$ cat config.mk
export PLATFORM = sky130hd
export DESIGN_NAME = int_to_ascii_radix
export DESIGN_NICKNAME = d
export VERILOG_FILES = /design/src/hw/rtl/itoa_pkg.sv /design/src/hw/rtl/itoa_div.sv /design/src/hw/rtl/itoa_stack.sv /design/src/hw/rtl/int_to_ascii_radix.sv
export SDC_FILE = /design/constraint.sdc
export NUM_CORES = 1
export LEC_CHECK = 0
export ABC_AREA = 1
export BUFFER_PORTS_ARGS = -buffer_cell sky130_fd_sc_hd__buf_2
export CAP_MARGIN = 20
export CORE_MARGIN = 2
export CORE_UTILIZATION = 30
export DETAILED_ROUTE_END_ITERATION = 7
export GPL_ROUTABILITY_DRIVEN = 0
export PLACE_DENSITY = 0.56
export SYNTH_ARGS = -nofsm -noshare
export SYNTH_HDL_FRONTEND = slang
export SYNTH_HIERARCHICAL = 1
export SYNTH_SLANG_ARGS = --single-unit
$ cat constraint.sdc
create_clock -name i_clk -period 4 [get_ports i_clk]
set_input_delay 0.8 -clock i_clk [delete_from_list [all_inputs] [get_ports i_clk]]
set_output_delay 0.8 -clock i_clk [all_outputs]
set_load 0.01 [all_outputs]
$ cat src/hw/rtl/itoa_pkg.sv
// Shared constants, types and the digit-to-character function for the
// integer-to-ASCII converter. Depends on nothing.
package itoa_pkg;

    localparam int VALUE_WIDTH = 32;
    localparam int IN_W        = 32;
    localparam int RADIX_W     = 6;
    localparam int CHAR_W      = 7;
    localparam int ADDR_W      = $clog2(VALUE_WIDTH);
    localparam int PTR_W       = $clog2(VALUE_WIDTH + 1);
    localparam int CNT_W       = $clog2(VALUE_WIDTH);

    localparam logic [RADIX_W-1:0] RADIX_RESET = RADIX_W'(10);
    localparam logic [RADIX_W-1:0] RADIX_MIN   = RADIX_W'(2);
    localparam logic [RADIX_W-1:0] RADIX_MAX   = RADIX_W'(36);
    localparam logic [RADIX_W-1:0] MAX_DIGIT   = RADIX_W'(35);
    localparam logic [RADIX_W-1:0] DEC_DIGITS  = RADIX_W'(10);

    localparam logic [CHAR_W-1:0] CHAR_ZERO = CHAR_W'(48);
    localparam logic [CHAR_W-1:0] CHAR_A    = CHAR_W'(97);
    localparam logic [CHAR_W-1:0] CHAR_NUL  = CHAR_W'(0);

    // Result of one division pass.
    typedef struct packed {
        logic                   done;
        logic [VALUE_WIDTH-1:0] quot;
        logic [RADIX_W-1:0]     rem;
    } t_div_res;

    // Keeps the low VALUE_WIDTH bits of the input, zero-extending if narrower.
    function automatic logic [VALUE_WIDTH-1:0] fit_value(input logic [IN_W-1:0] x);
        logic [IN_W+VALUE_WIDTH-1:0] ext;
        ext = {{VALUE_WIDTH{1'b0}}, x};
        return ext[VALUE_WIDTH-1:0];
    endfunction

    function automatic logic [CHAR_W-1:0] digit_code(input logic [RADIX_W-1:0] d);
        logic [CHAR_W-1:0] code;
        if (d > MAX_DIGIT) begin
            code = CHAR_NUL;
        end else if (d < DEC_DIGITS) begin
            code = CHAR_ZERO + CHAR_W'(d);
        end else begin
            code = CHAR_A + CHAR_W'(d - DEC_DIGITS);
        end
        return code;
    endfunction

endpackage

$ cat src/hw/rtl/itoa_div.sv
// Restoring shift-subtract divider: one quotient bit per cycle.
// Depends on itoa_pkg.
module itoa_div (
    input  logic                         i_clk,
    input  logic                         i_rst_n,
    input  logic                         i_start,
    input  logic [itoa_pkg::VALUE_WIDTH-1:0] i_dividend,
    input  logic [itoa_pkg::RADIX_W-1:0] i_radix,
    output itoa_pkg::t_div_res           o_res
);
    import itoa_pkg::*;

    logic [VALUE_WIDTH-1:0] r_dvd;
    logic [RADIX_W-1:0]     r_rem;
    logic [CNT_W-1:0]       r_cnt;
    logic                   r_busy;
    logic                   r_done;

    logic [RADIX_W:0]       rem_sh;
    logic [RADIX_W:0]       diff;
    logic                   ge;

    always_comb begin
        rem_sh = {r_rem, r_dvd[VALUE_WIDTH-1]};
        ge     = rem_sh >= {1'b0, i_radix};
        diff   = rem_sh - {1'b0, i_radix};
    end

    always_ff @(posedge i_clk) begin
        if (!i_rst_n) begin
            r_busy <= 1'b0;
            r_done <= 1'b0;
            r_cnt  <= '0;
        end else begin
            r_done <= 1'b0;
            if (i_start) begin
                r_dvd  <= i_dividend;
                r_rem  <= '0;
                r_cnt  <= '0;
                r_busy <= 1'b1;
            end else if (r_busy) begin
                r_dvd <= {r_dvd[VALUE_WIDTH-2:0], ge};
                r_rem <= ge ? diff[RADIX_W-1:0] : rem_sh[RADIX_W-1:0];
                if (r_cnt == CNT_W'(VALUE_WIDTH - 1)) begin
                    r_busy <= 1'b0;
                    r_done <= 1'b1;
                end else begin
                    r_cnt <= r_cnt + CNT_W'(1);
                end
            end
        end
    end

    assign o_res.done = r_done;
    assign o_res.quot = r_dvd;
    assign o_res.rem  = r_rem;

endmodule

$ cat src/hw/rtl/itoa_stack.sv
// Digit store: holds remainders least significant first so that they can be
// read back in reverse. Depends on itoa_pkg.
module itoa_stack (
    input  logic                         i_clk,
    input  logic                         i_wr_en,
    input  logic [itoa_pkg::ADDR_W-1:0]  i_wr_addr,
    input  logic [itoa_pkg::RADIX_W-1:0] i_wr_data,
    input  logic                         i_rd_en,
    input  logic [itoa_pkg::ADDR_W-1:0]  i_rd_addr,
    output logic [itoa_pkg::RADIX_W-1:0] o_rd_data
);
    import itoa_pkg::*;

    logic [RADIX_W-1:0] r_mem [VALUE_WIDTH];
    logic [RADIX_W-1:0] r_rd_data;

    always_ff @(posedge i_clk) begin
        if (i_wr_en) begin
            r_mem[i_wr_addr] <= i_wr_data;
        end
        if (i_rd_en) begin
            r_rd_data <= r_mem[i_rd_addr];
        end
    end

    assign o_rd_data = r_rd_data;

endmodule

$ cat src/hw/rtl/int_to_ascii_radix.sv
// Top level of the integer-to-ASCII converter: sequencer, radix register and
// output register. Depends on itoa_pkg, itoa_div and itoa_stack.
//
//  Channel  | Direction | Handshake                | Payload
//  ---------+-----------+--------------------------+---------------------------------
//  in       | input     | i_in_valid / o_in_ready  | i_value
//  out      | output    | o_out_valid / i_out_ready| o_digit_char, o_last_digit,
//           |           |                          | o_bad_radix
//  cfg      | input     | i_cfg_wr_en              | i_cfg_wr_data (radix)
//
// Each digit costs one pass of the shared divider; the digits are then read back
// from the digit store in reverse and emitted. A bad radix gives its single result
// from the S_BAD state once the output is free. The input is taken only while the
// sequencer is idle. Reset sets the radix to 10; a stalled output holds the
// sequencer in its emit step.
module int_to_ascii_radix (
    input  logic                         i_clk,
    input  logic                         i_rst_n,
    input  logic                         i_cfg_wr_en,
    input  logic [itoa_pkg::RADIX_W-1:0] i_cfg_wr_data,
    input  logic                         i_in_valid,
    output logic                         o_in_ready,
    input  logic [itoa_pkg::IN_W-1:0]    i_value,
    output logic                         o_out_valid,
    input  logic                         i_out_ready,
    output logic [itoa_pkg::CHAR_W-1:0]  o_digit_char,
    output logic                         o_last_digit,
    output logic                         o_bad_radix
);
    import itoa_pkg::*;

    typedef enum logic [2:0] {
        S_IDLE,
        S_START,
        S_DIV,
        S_RD,
        S_LD,
        S_BAD
    } t_state;

    t_state                 r_state, n_state;
    logic [RADIX_W-1:0]     r_radix;
    logic [VALUE_WIDTH-1:0] r_val, n_val;
    logic [PTR_W-1:0]       r_ptr, n_ptr;
    logic                   r_out_valid, n_out_valid;
    logic [CHAR_W-1:0]      r_char, n_char;
    logic                   r_last, n_last;
    logic                   r_bad, n_bad;

    t_div_res               div_res;
    logic [RADIX_W-1:0]     rd_data;
    logic [PTR_W-1:0]       ptr_dec;
    logic                   radix_bad;
    logic                   out_free;
    logic                   push;

    assign radix_bad = (r_radix < RADIX_MIN) || (r_radix > RADIX_MAX);
    assign out_free  = !r_out_valid || i_out_ready;
    assign ptr_dec   = r_ptr - PTR_W'(1);
    assign push      = (r_state == S_DIV) && div_res.done;

    itoa_div u_div (
        .i_clk      (i_clk),
        .i_rst_n    (i_rst_n),
        .i_start    (r_state == S_START),
        .i_dividend (r_val),
        .i_radix    (r_radix),
        .o_res      (div_res)
    );

    itoa_stack u_stack (
        .i_clk      (i_clk),
        .i_wr_en    (push),
        .i_wr_addr  (r_ptr[ADDR_W-1:0]),
        .i_wr_data  (div_res.rem),
        .i_rd_en    (r_state == S_RD),
        .i_rd_addr  (ptr_dec[ADDR_W-1:0]),
        .o_rd_data  (rd_data)
    );

    always_comb begin
        n_state     = r_state;
        n_val       = r_val;
        n_ptr       = r_ptr;
        n_out_valid = r_out_valid;
        n_char      = r_char;
        n_last      = r_last;
        n_bad       = r_bad;
        if (r_out_valid && i_out_ready) begin
            n_out_valid = 1'b0;
        end
        case (r_state)
            S_IDLE: begin
                if (i_in_valid) begin
                    n_val = fit_value(i_value);
                    n_ptr = '0;
                    n_state = radix_bad ? S_BAD : S_START;
                end
            end
            S_START: begin
                n_state = S_DIV;
            end
            S_DIV: begin
                if (div_res.done) begin
                    n_ptr = r_ptr + PTR_W'(1);
                    n_val = div_res.quot;
                    n_state = (div_res.quot == '0) ? S_RD : S_START;
                end
            end
            S_RD: begin
                n_ptr   = ptr_dec;
                n_state = S_LD;
            end
            S_LD: begin
                if (out_free) begin
                    n_out_valid = 1'b1;
                    n_char      = digit_code(rd_data);
                    n_last      = (r_ptr == '0);
                    n_bad       = 1'b0;
                    n_state     = (r_ptr == '0) ? S_IDLE : S_RD;
                end
            end
            S_BAD: begin
                if (out_free) begin
                    n_out_valid = 1'b1;
                    n_char      = CHAR_NUL;
                    n_last      = 1'b1;
                    n_bad       = 1'b1;
                    n_state     = S_IDLE;
                end
            end
            default: begin
                n_state = S_IDLE;
            end
        endcase
    end

    always_ff @(posedge i_clk) begin
        if (!i_rst_n) begin
            r_state     <= S_IDLE;
            r_radix     <= RADIX_RESET;
            r_ptr       <= '0;
            r_out_valid <= 1'b0;
        end else begin
            r_state     <= n_state;
            r_ptr       <= n_ptr;
            r_out_valid <= n_out_valid;
            if (i_cfg_wr_en) begin
                r_radix <= i_cfg_wr_data;
            end
        end
        r_val  <= n_val;
        r_char <= n_char;
        r_last <= n_last;
        r_bad  <= n_bad;
    end

    assign o_in_ready   = (r_state == S_IDLE);
    assign o_out_valid  = r_out_valid;
    assign o_digit_char = r_char;
    assign o_last_digit = r_last;
    assign o_bad_radix  = r_bad;

endmodule
==> After elaboration in Yosys (flattened, before gate mapping) <==
Memory sizes are Yosys's and may differ from the RTL's. A register that Yosys moved wholly into a read port is not among the register bits.
Cells that the tools add are included.
{ "word_totals": {"ram_bits": 192, "output_inout_bits": 11, "register_bits": 102, "input_bits": 43, "rom_bits": 0, "mem_count": 1, "elab_cells": 97, "latchBits": 0} }
{ "op_classes": {"multipliers": 0, "div": 0, "order_cmp": 5, "shifts": 0, "n_eq_ne": 10, "n_reduce_logical": 21, "add_sub_neg": 7, "mux": 37, "bitwise": 3} }
{ "mem_list": {"columns": ["memory", "depth", "width", "read_ports", "rd_ports_with_merged_regs", "write_ports", "line_no", "text"], "rows": [
  ["u_stack.r_mem", 32, 6, 1, 1, 1, "itoa_stack.sv:14", "logic [RADIX_W-1:0] r_mem [VALUE_WIDTH];"]
]} }
{ "op_table": {"columns": ["op", "count"], "rows": [
  ["32-bit 2-to-1 mux", 4],
  ["32-bit case mux with 2 select lines", 1],
  ["32-bit zero test", 1],
  ["7-bit 2-to-1 mux", 4],
  ["6-bit 2-to-1 mux", 4],
  ["3-bit case mux with 6 select lines", 1],
  ["6-bit case mux with 3 select lines", 1],
  ["3-bit 2-to-1 mux", 5],
  ["7-bit case mux with 2 select lines", 1],
  ["6-bit greater-than comparator, second input constant", 2],
  ["1-bit 2-to-1 mux", 12],
  ["3-bit AND reduction", 3],
  ["6-bit by 6-bit adder with 7-bit output, first input constant", 1],
  ["7-bit adder, first input constant", 1],
  ["7-bit by 6-bit >= comparator with 1-bit output", 1],
  ["6-bit by 4-bit subtractor with 7-bit output, second input constant", 1],
  ["6-bit by 1-bit adder with 6-bit output, second input constant", 1],
  ["3-bit by 2-bit == test with 1-bit output, second input constant", 2],
  ["3-bit == test, second input constant", 2],
  ["6-bit zero test", 1],
  ["6-bit by 2-bit < comparator with 1-bit output, second input constant", 1],
  ["6-bit by 4-bit < comparator with 1-bit output, second input constant", 1],
  ["2-bit != test, second input constant", 3],
  ["2-bit nonzero test", 3],
  ["18 further kinds", 26]
]} }

==> Longest topological paths before layout <==
{ "depth": {"depth_word": 6, "ltp_mapped": 13, "ltp_nobuf": 11} }

==> Modules after synthesis <==
The synthesis kept the hierarchy.
{ "modules_own_cells": {"columns": ["module", "seq_area_each_um2", "cells_each", "n_inst", "area_per_inst_um2"], "rows": [
  ["itoa_stack", 5945.7, 704, 1, 8137.8],
  ["int_to_ascii_radix", 1551.5, 357, 1, 2960.3],
  ["itoa_div", 1281.2, 266, 1, 2313.5]
]} }

==> Worst setup path before layout <==
Ideal clock, no wire load.
{ "synth_path": {"path_kind": "register to register", "startpoint": "reg r_state[0]", "endpoint": "reg u_div.r_dvd[0] (enable)", "period_less_slack_ps": 3464, "path_buffers": 2, "arrival_ps": 3018, "slack_ps": 536, "stages_incl_launch_ff": 9, "t_required_ps": 3554, "setup_ps": 446, "path_cell_list": "dfxtp_1 -> inv_2 -> nor2_1 -> nand2_1 -> inv_1 -> clkbuf_1 -> inv_1 -> buf_2 -> a21oi_1"} }
{ "synth_between": {"elab_chain_len": 3} }
{ "synth_rtl": {"columns": ["element", "line_no", "text"], "rows": [
  ["start: declaration", "int_to_ascii_radix.sv:41", "t_state r_state, n_state;"],
  ["start signal: assignment", "int_to_ascii_radix.sv:145", "r_state <= n_state;"],
  ["3-bit by 1-bit == test with 1-bit output", "int_to_ascii_radix.sv:65", ".i_start (r_state == S_START),"],
  ["2-bit nonzero test (no line)", null, null],
  ["2-bit AND reduction (no line)", null, null],
  ["end signal: assignment", "itoa_div.sv:37", "r_dvd <= i_dividend;"],
  ["end signal: assignment", "itoa_div.sv:42", "r_dvd <= {r_dvd[VALUE_WIDTH-2:0], ge};"],
  ["end: declaration", "itoa_div.sv:13", "logic [VALUE_WIDTH-1:0] r_dvd;"]
]} }
Every way passes these cells.
A chain may end at the register's enable or synchronous reset.

==> Final worst setup path <==
{ "layout_path": {"startpoint": "reg r_ptr[0]", "endpoint": "reg u_stack.r_rd_data[1] (netlist: u_stack/o_rd_data[1]) (read register of u_stack.r_mem) (data pin)"} }
{ "layout_between": {"elab_chain_len": 1} }
{ "layout_rtl": {"columns": ["element", "line_no", "text"], "rows": [
  ["start: declaration", "int_to_ascii_radix.sv:44", "logic [PTR_W-1:0] r_ptr, n_ptr;"],
  ["start signal: assignment", "int_to_ascii_radix.sv:146", "r_ptr <= n_ptr;"],
  ["6-bit by 1-bit subtractor with 6-bit output", "int_to_ascii_radix.sv:59", "assign ptr_dec = r_ptr - PTR_W'(1);"],
  ["net ptr_dec[0]", "int_to_ascii_radix.sv:52", "logic [PTR_W-1:0] ptr_dec;"],
  ["end: declaration", "itoa_stack.sv:15", "logic [RADIX_W-1:0] r_rd_data;"]
]} }
The timed path passes the listed nets, and every way through them passes these cells.

==> impl_metrics.yaml <==
drt:
  first_iter_violations: 859
  first_pass_iters: 6
  vias: 9482
  routed_wl_microns: 32850
  wire_per_inst_microns: 16.47
  wl_met1_microns: 14810
  top_layer: "met5"
  wl_met2_microns: 15620
  postRouteAntennaNets: 0
  wl_met3_microns: 1765
  drc: 0
  viasPerCell: 4.755
critical_path:
  crit_path_end_kind: "register"
  crit_type: "register to register"
  worstSetupStartpointType: "register"
  critPathMaxFanout: 103
  required_ps: 4250
  cp.arrival_ps: 2930
global_route:
  grt_overflow: 0
  grt_pass1_wl_microns: 51580
  grt_pass1_vias: 9219
  grt_max_degree: 104
  antenna_found_initial: 1
  grtUsageTotal_pct: 14.01
yosys:
  synthAdderAreaFrac_pct: 1.735
  synth-compound-area-share_pct: 2.836
  synth_top_family_by_area: "simple AND/OR/NAND/NOR gates"
  synth_warnings: 6
  syn_area_per_cell_sq_um: 10.11
  mappedNetlistNets: 1388
  synthSimpleGateAreaFrac_pct: 25.10
  ys_ff_latch: 300
  ys_types: 43
  synth_edf_count: 277
  synth_xor_area_share_pct: 0.3265
  ys_async_sr_fraction_pct: 0
  synthFlopType: "edfxtp_1"
  synth-seq-area-share_pct: 65.45
  netlist_area_sq_um: 13410
  muxShareOfSynthArea_pct: 0
  syn_inst: 1327
flow_run:
  maxCapViolCount: 0
power:
  p_leak_nw: 5.982
  max-vdd-ir-drop_mv: 0.3423
  powerDensity_nw_per_um2: 741.5
final_layout:
  nets: 1438
  drive_gt1_share_pct: 10.34
  seq_area_sq_um: 8778
  multi_input_area_sq_um: 4043
  fillers: 4523
  antenna_cells: 0
  area_growth_pct: 14.12
sta:
  tightest_slew_ps: 1028
  timing.final.crit_share_pct: 66.96
  tns_ps: 0
  finalClockSkew_ps: 23.87
  relSlewSlack_pct: 31.45
  fmax_mhz: 373.4
  setup_viol: 0
  timing_hold_violations_final: 0
  drv_slew: 0
  hold_ws_ps: 485.7
  finalCriticalPeriod_ps: 2678
  rsz0062_at_grt: "false"
floorplanning:
  row_count: 77
  dieArea_sq_um: 46410
  die_h_microns: 215.4
  die_x_microns: 215.4
  io_pins: 54
  start_util_pct: 30.39
  core_sq_um: 44120
clocking:
  cts.repair_timing.setup_buffer_count: 0
  clk_latency_ps: 520
  clk_pin_slew_ps: 60
  cts_buffers: 34
  ctsResizeCount: 0
  postCtsHoldBufs: 0
  ctsHtreeMaxLevel: 2
  cts_buffer_depth: 3
  cts.sinks: 300
  cts_root_buf: "clkbuf_16"
  cts_tree: "done"
placement:
  dp_hpwl_microns: 20430
  port_buffers: 53
run_status:
  status: "finished clean"
hold_path:
  hold_path_class: "register to register"
[stage by stage]
| step | power [mW] | utilization [%] | std cells | area [sq um] | setup WS [ps] |
|---|---|---|---|---|---|
| after floorplan | 7.271 | - | 1327 | 13410 | 536.3 |
| after global routing | 12.05 | 34.69 | 1994 | 15300 | 1144 |
| after detailed placement | 8.473 | 32.31 | 1933 | 14260 | 1343 |
| final | 11.35 | 34.69 | 1994 | 15300 | 1322 |
| after CTS | 11.44 | 34.69 | 1994 | 15300 | 1328 |
| after global placement | 8.420 | 32.31 | 1933 | 14260 | 1364 |
[synth_stat cells, types with 2 or more instances]
| cell | n | area share (%) |
|---|---|---|
| a21oi_1 | 26 | 0.97 |
| buf_2 | 22 | 0.82 |
| buf_4 | 6 | 0.34 |
| buf_6 | 4 | 0.34 |
| buf_8 | 2 | 0.22 |
| clkbuf_1 | 19 | 0.53 |
| dfxtp_1 | 23 | 3.4 |
| edfxtp_1 | 277 | 62 |
| ha_1 | 17 | 1.6 |
| inv_1 | 71 | 2.0 |
| inv_2 | 7 | 0.20 |
| nand2_1 | 505 | 14 |
| nand2_2 | 5 | 0.23 |
| nand3_1 | 177 | 6.6 |
| nand3_4 | 2 | 0.26 |
| nand4_1 | 6 | 0.28 |
| nor2_1 | 91 | 2.5 |
| nor2_4 | 2 | 0.17 |
| nor3_1 | 4 | 0.15 |
| nor3_4 | 2 | 0.24 |
| nor3b_1 | 2 | 0.11 |
| o21a_1 | 2 | 0.11 |
| o21ai_0 | 26 | 0.97 |
| o21ai_1 | 7 | 0.26 |
| xor2_1 | 4 | 0.26 |
[where the power goes]
| part | switching (mW) | leakage [nW] | internal [mW] |
|---|---|---|---|
| registers | 0.259 | 2.72 | 4.36 |
| logic | 2.74 | 2.75 | 1.05 |
| clock network | 1.23 | 0.511 | 1.72 |
| total | 4.23 | 5.98 | 7.12 |
[final timing paths]
path,start,slack [ps],endpoint,depth (start not counted)
min,u_div/r_cnt[4],490,u_div/r_cnt[4],2
max reg2reg,r_ptr[0],1320,u_stack/o_rd_data[1],8
max,r_ptr[0],1320,u_stack/o_rd_data[1],8
min reg2reg,u_div/r_cnt[4],490,u_div/r_cnt[4],2
[flip-flops by register name, summed over array words and instances (netlist names)]
name               cells
r_radix                6
o_last_digit           1
u_div/r_done           1
o_bad_radix            1
u_div/r_busy           1
r_state                3
u_stack/r_mem        192
u_div/r_cnt            5
u_div/r_dvd           32
u_div/r_rem            6
o_out_valid            1
u_stack/o_rd_data      6
o_digit_char           7
r_val                 32
r_ptr                  6
[area by class of cell]
| cell class | count | share of cell area [%] |
|---|---|---|
| clock buffers | 46 | 6.123 |
| multi-input cells | 893 | 26.41 |
| inverters | 79 | 1.954 |
| flip-flops and latches | 300 | 57.36 |
| well taps | 592 | 4.840 |
| repair buffers | 69 | 2.600 |
| clock inverters | 15 | 0.7112 |
[logic make-up after synthesis]
kind of cell / count (synthesis)
AO/OA/AOI/OAI: 68
XOR/XNOR: 5
adder cells (fa/ha/maj): 18
buffers and inverters: 134
flip-flops: 300
AND/OR/NAND/NOR: 802
[worst max-delay path, cell delays in order, from the launching register on]
cell,delay [ps]
dfxtp_1,360
inv_2,110
buf_12,360
ha_1,300
nand2_1,80
xor2_1,690
inv_1,260
nand2_1,170
nand2_1,70
[layout by cell type, fill, tap and decap left out, types with 2 or more instances in the layout]
master     netlist  final
clkbuf_1        19      9
nor3b_1          2      2
inv_6            0      2
a21oi_4          1      2
o21a_1           2      2
clkbuf_8         0      2
o21ai_0         26     26
clkinv_1         0      6
o21ai_1          7      7
clkinv_2         0      4
ha_1            17     17
dfxtp_1         23     23
nor3_4           2      2
nand4_1          6      6
edfxtp_1       277    277
nor3_1           4      4
nand3_4          2      2
inv_2            7      8
xor2_1           4      3
buf_4            6     15
a21oi_1         26     25
nand2_1        505    505
nand2_2          5      5
buf_2           22     53
clkbuf_16        0     35
nor2_4           2      2
inv_1           71     70
nand3_1        177    177
nor2_1          91     91
[per-layer routing]
metal | vias to the layer above | global-route usage (%)
met1 | 4620 | 19.25
li1 | 4555 | -
met3 | 50 | 2.452
met2 | 255 | 22.94
met5 | - | 0
met4 | 2 | 3.655
No activity file was read; power rests on OpenSTA's default activity.
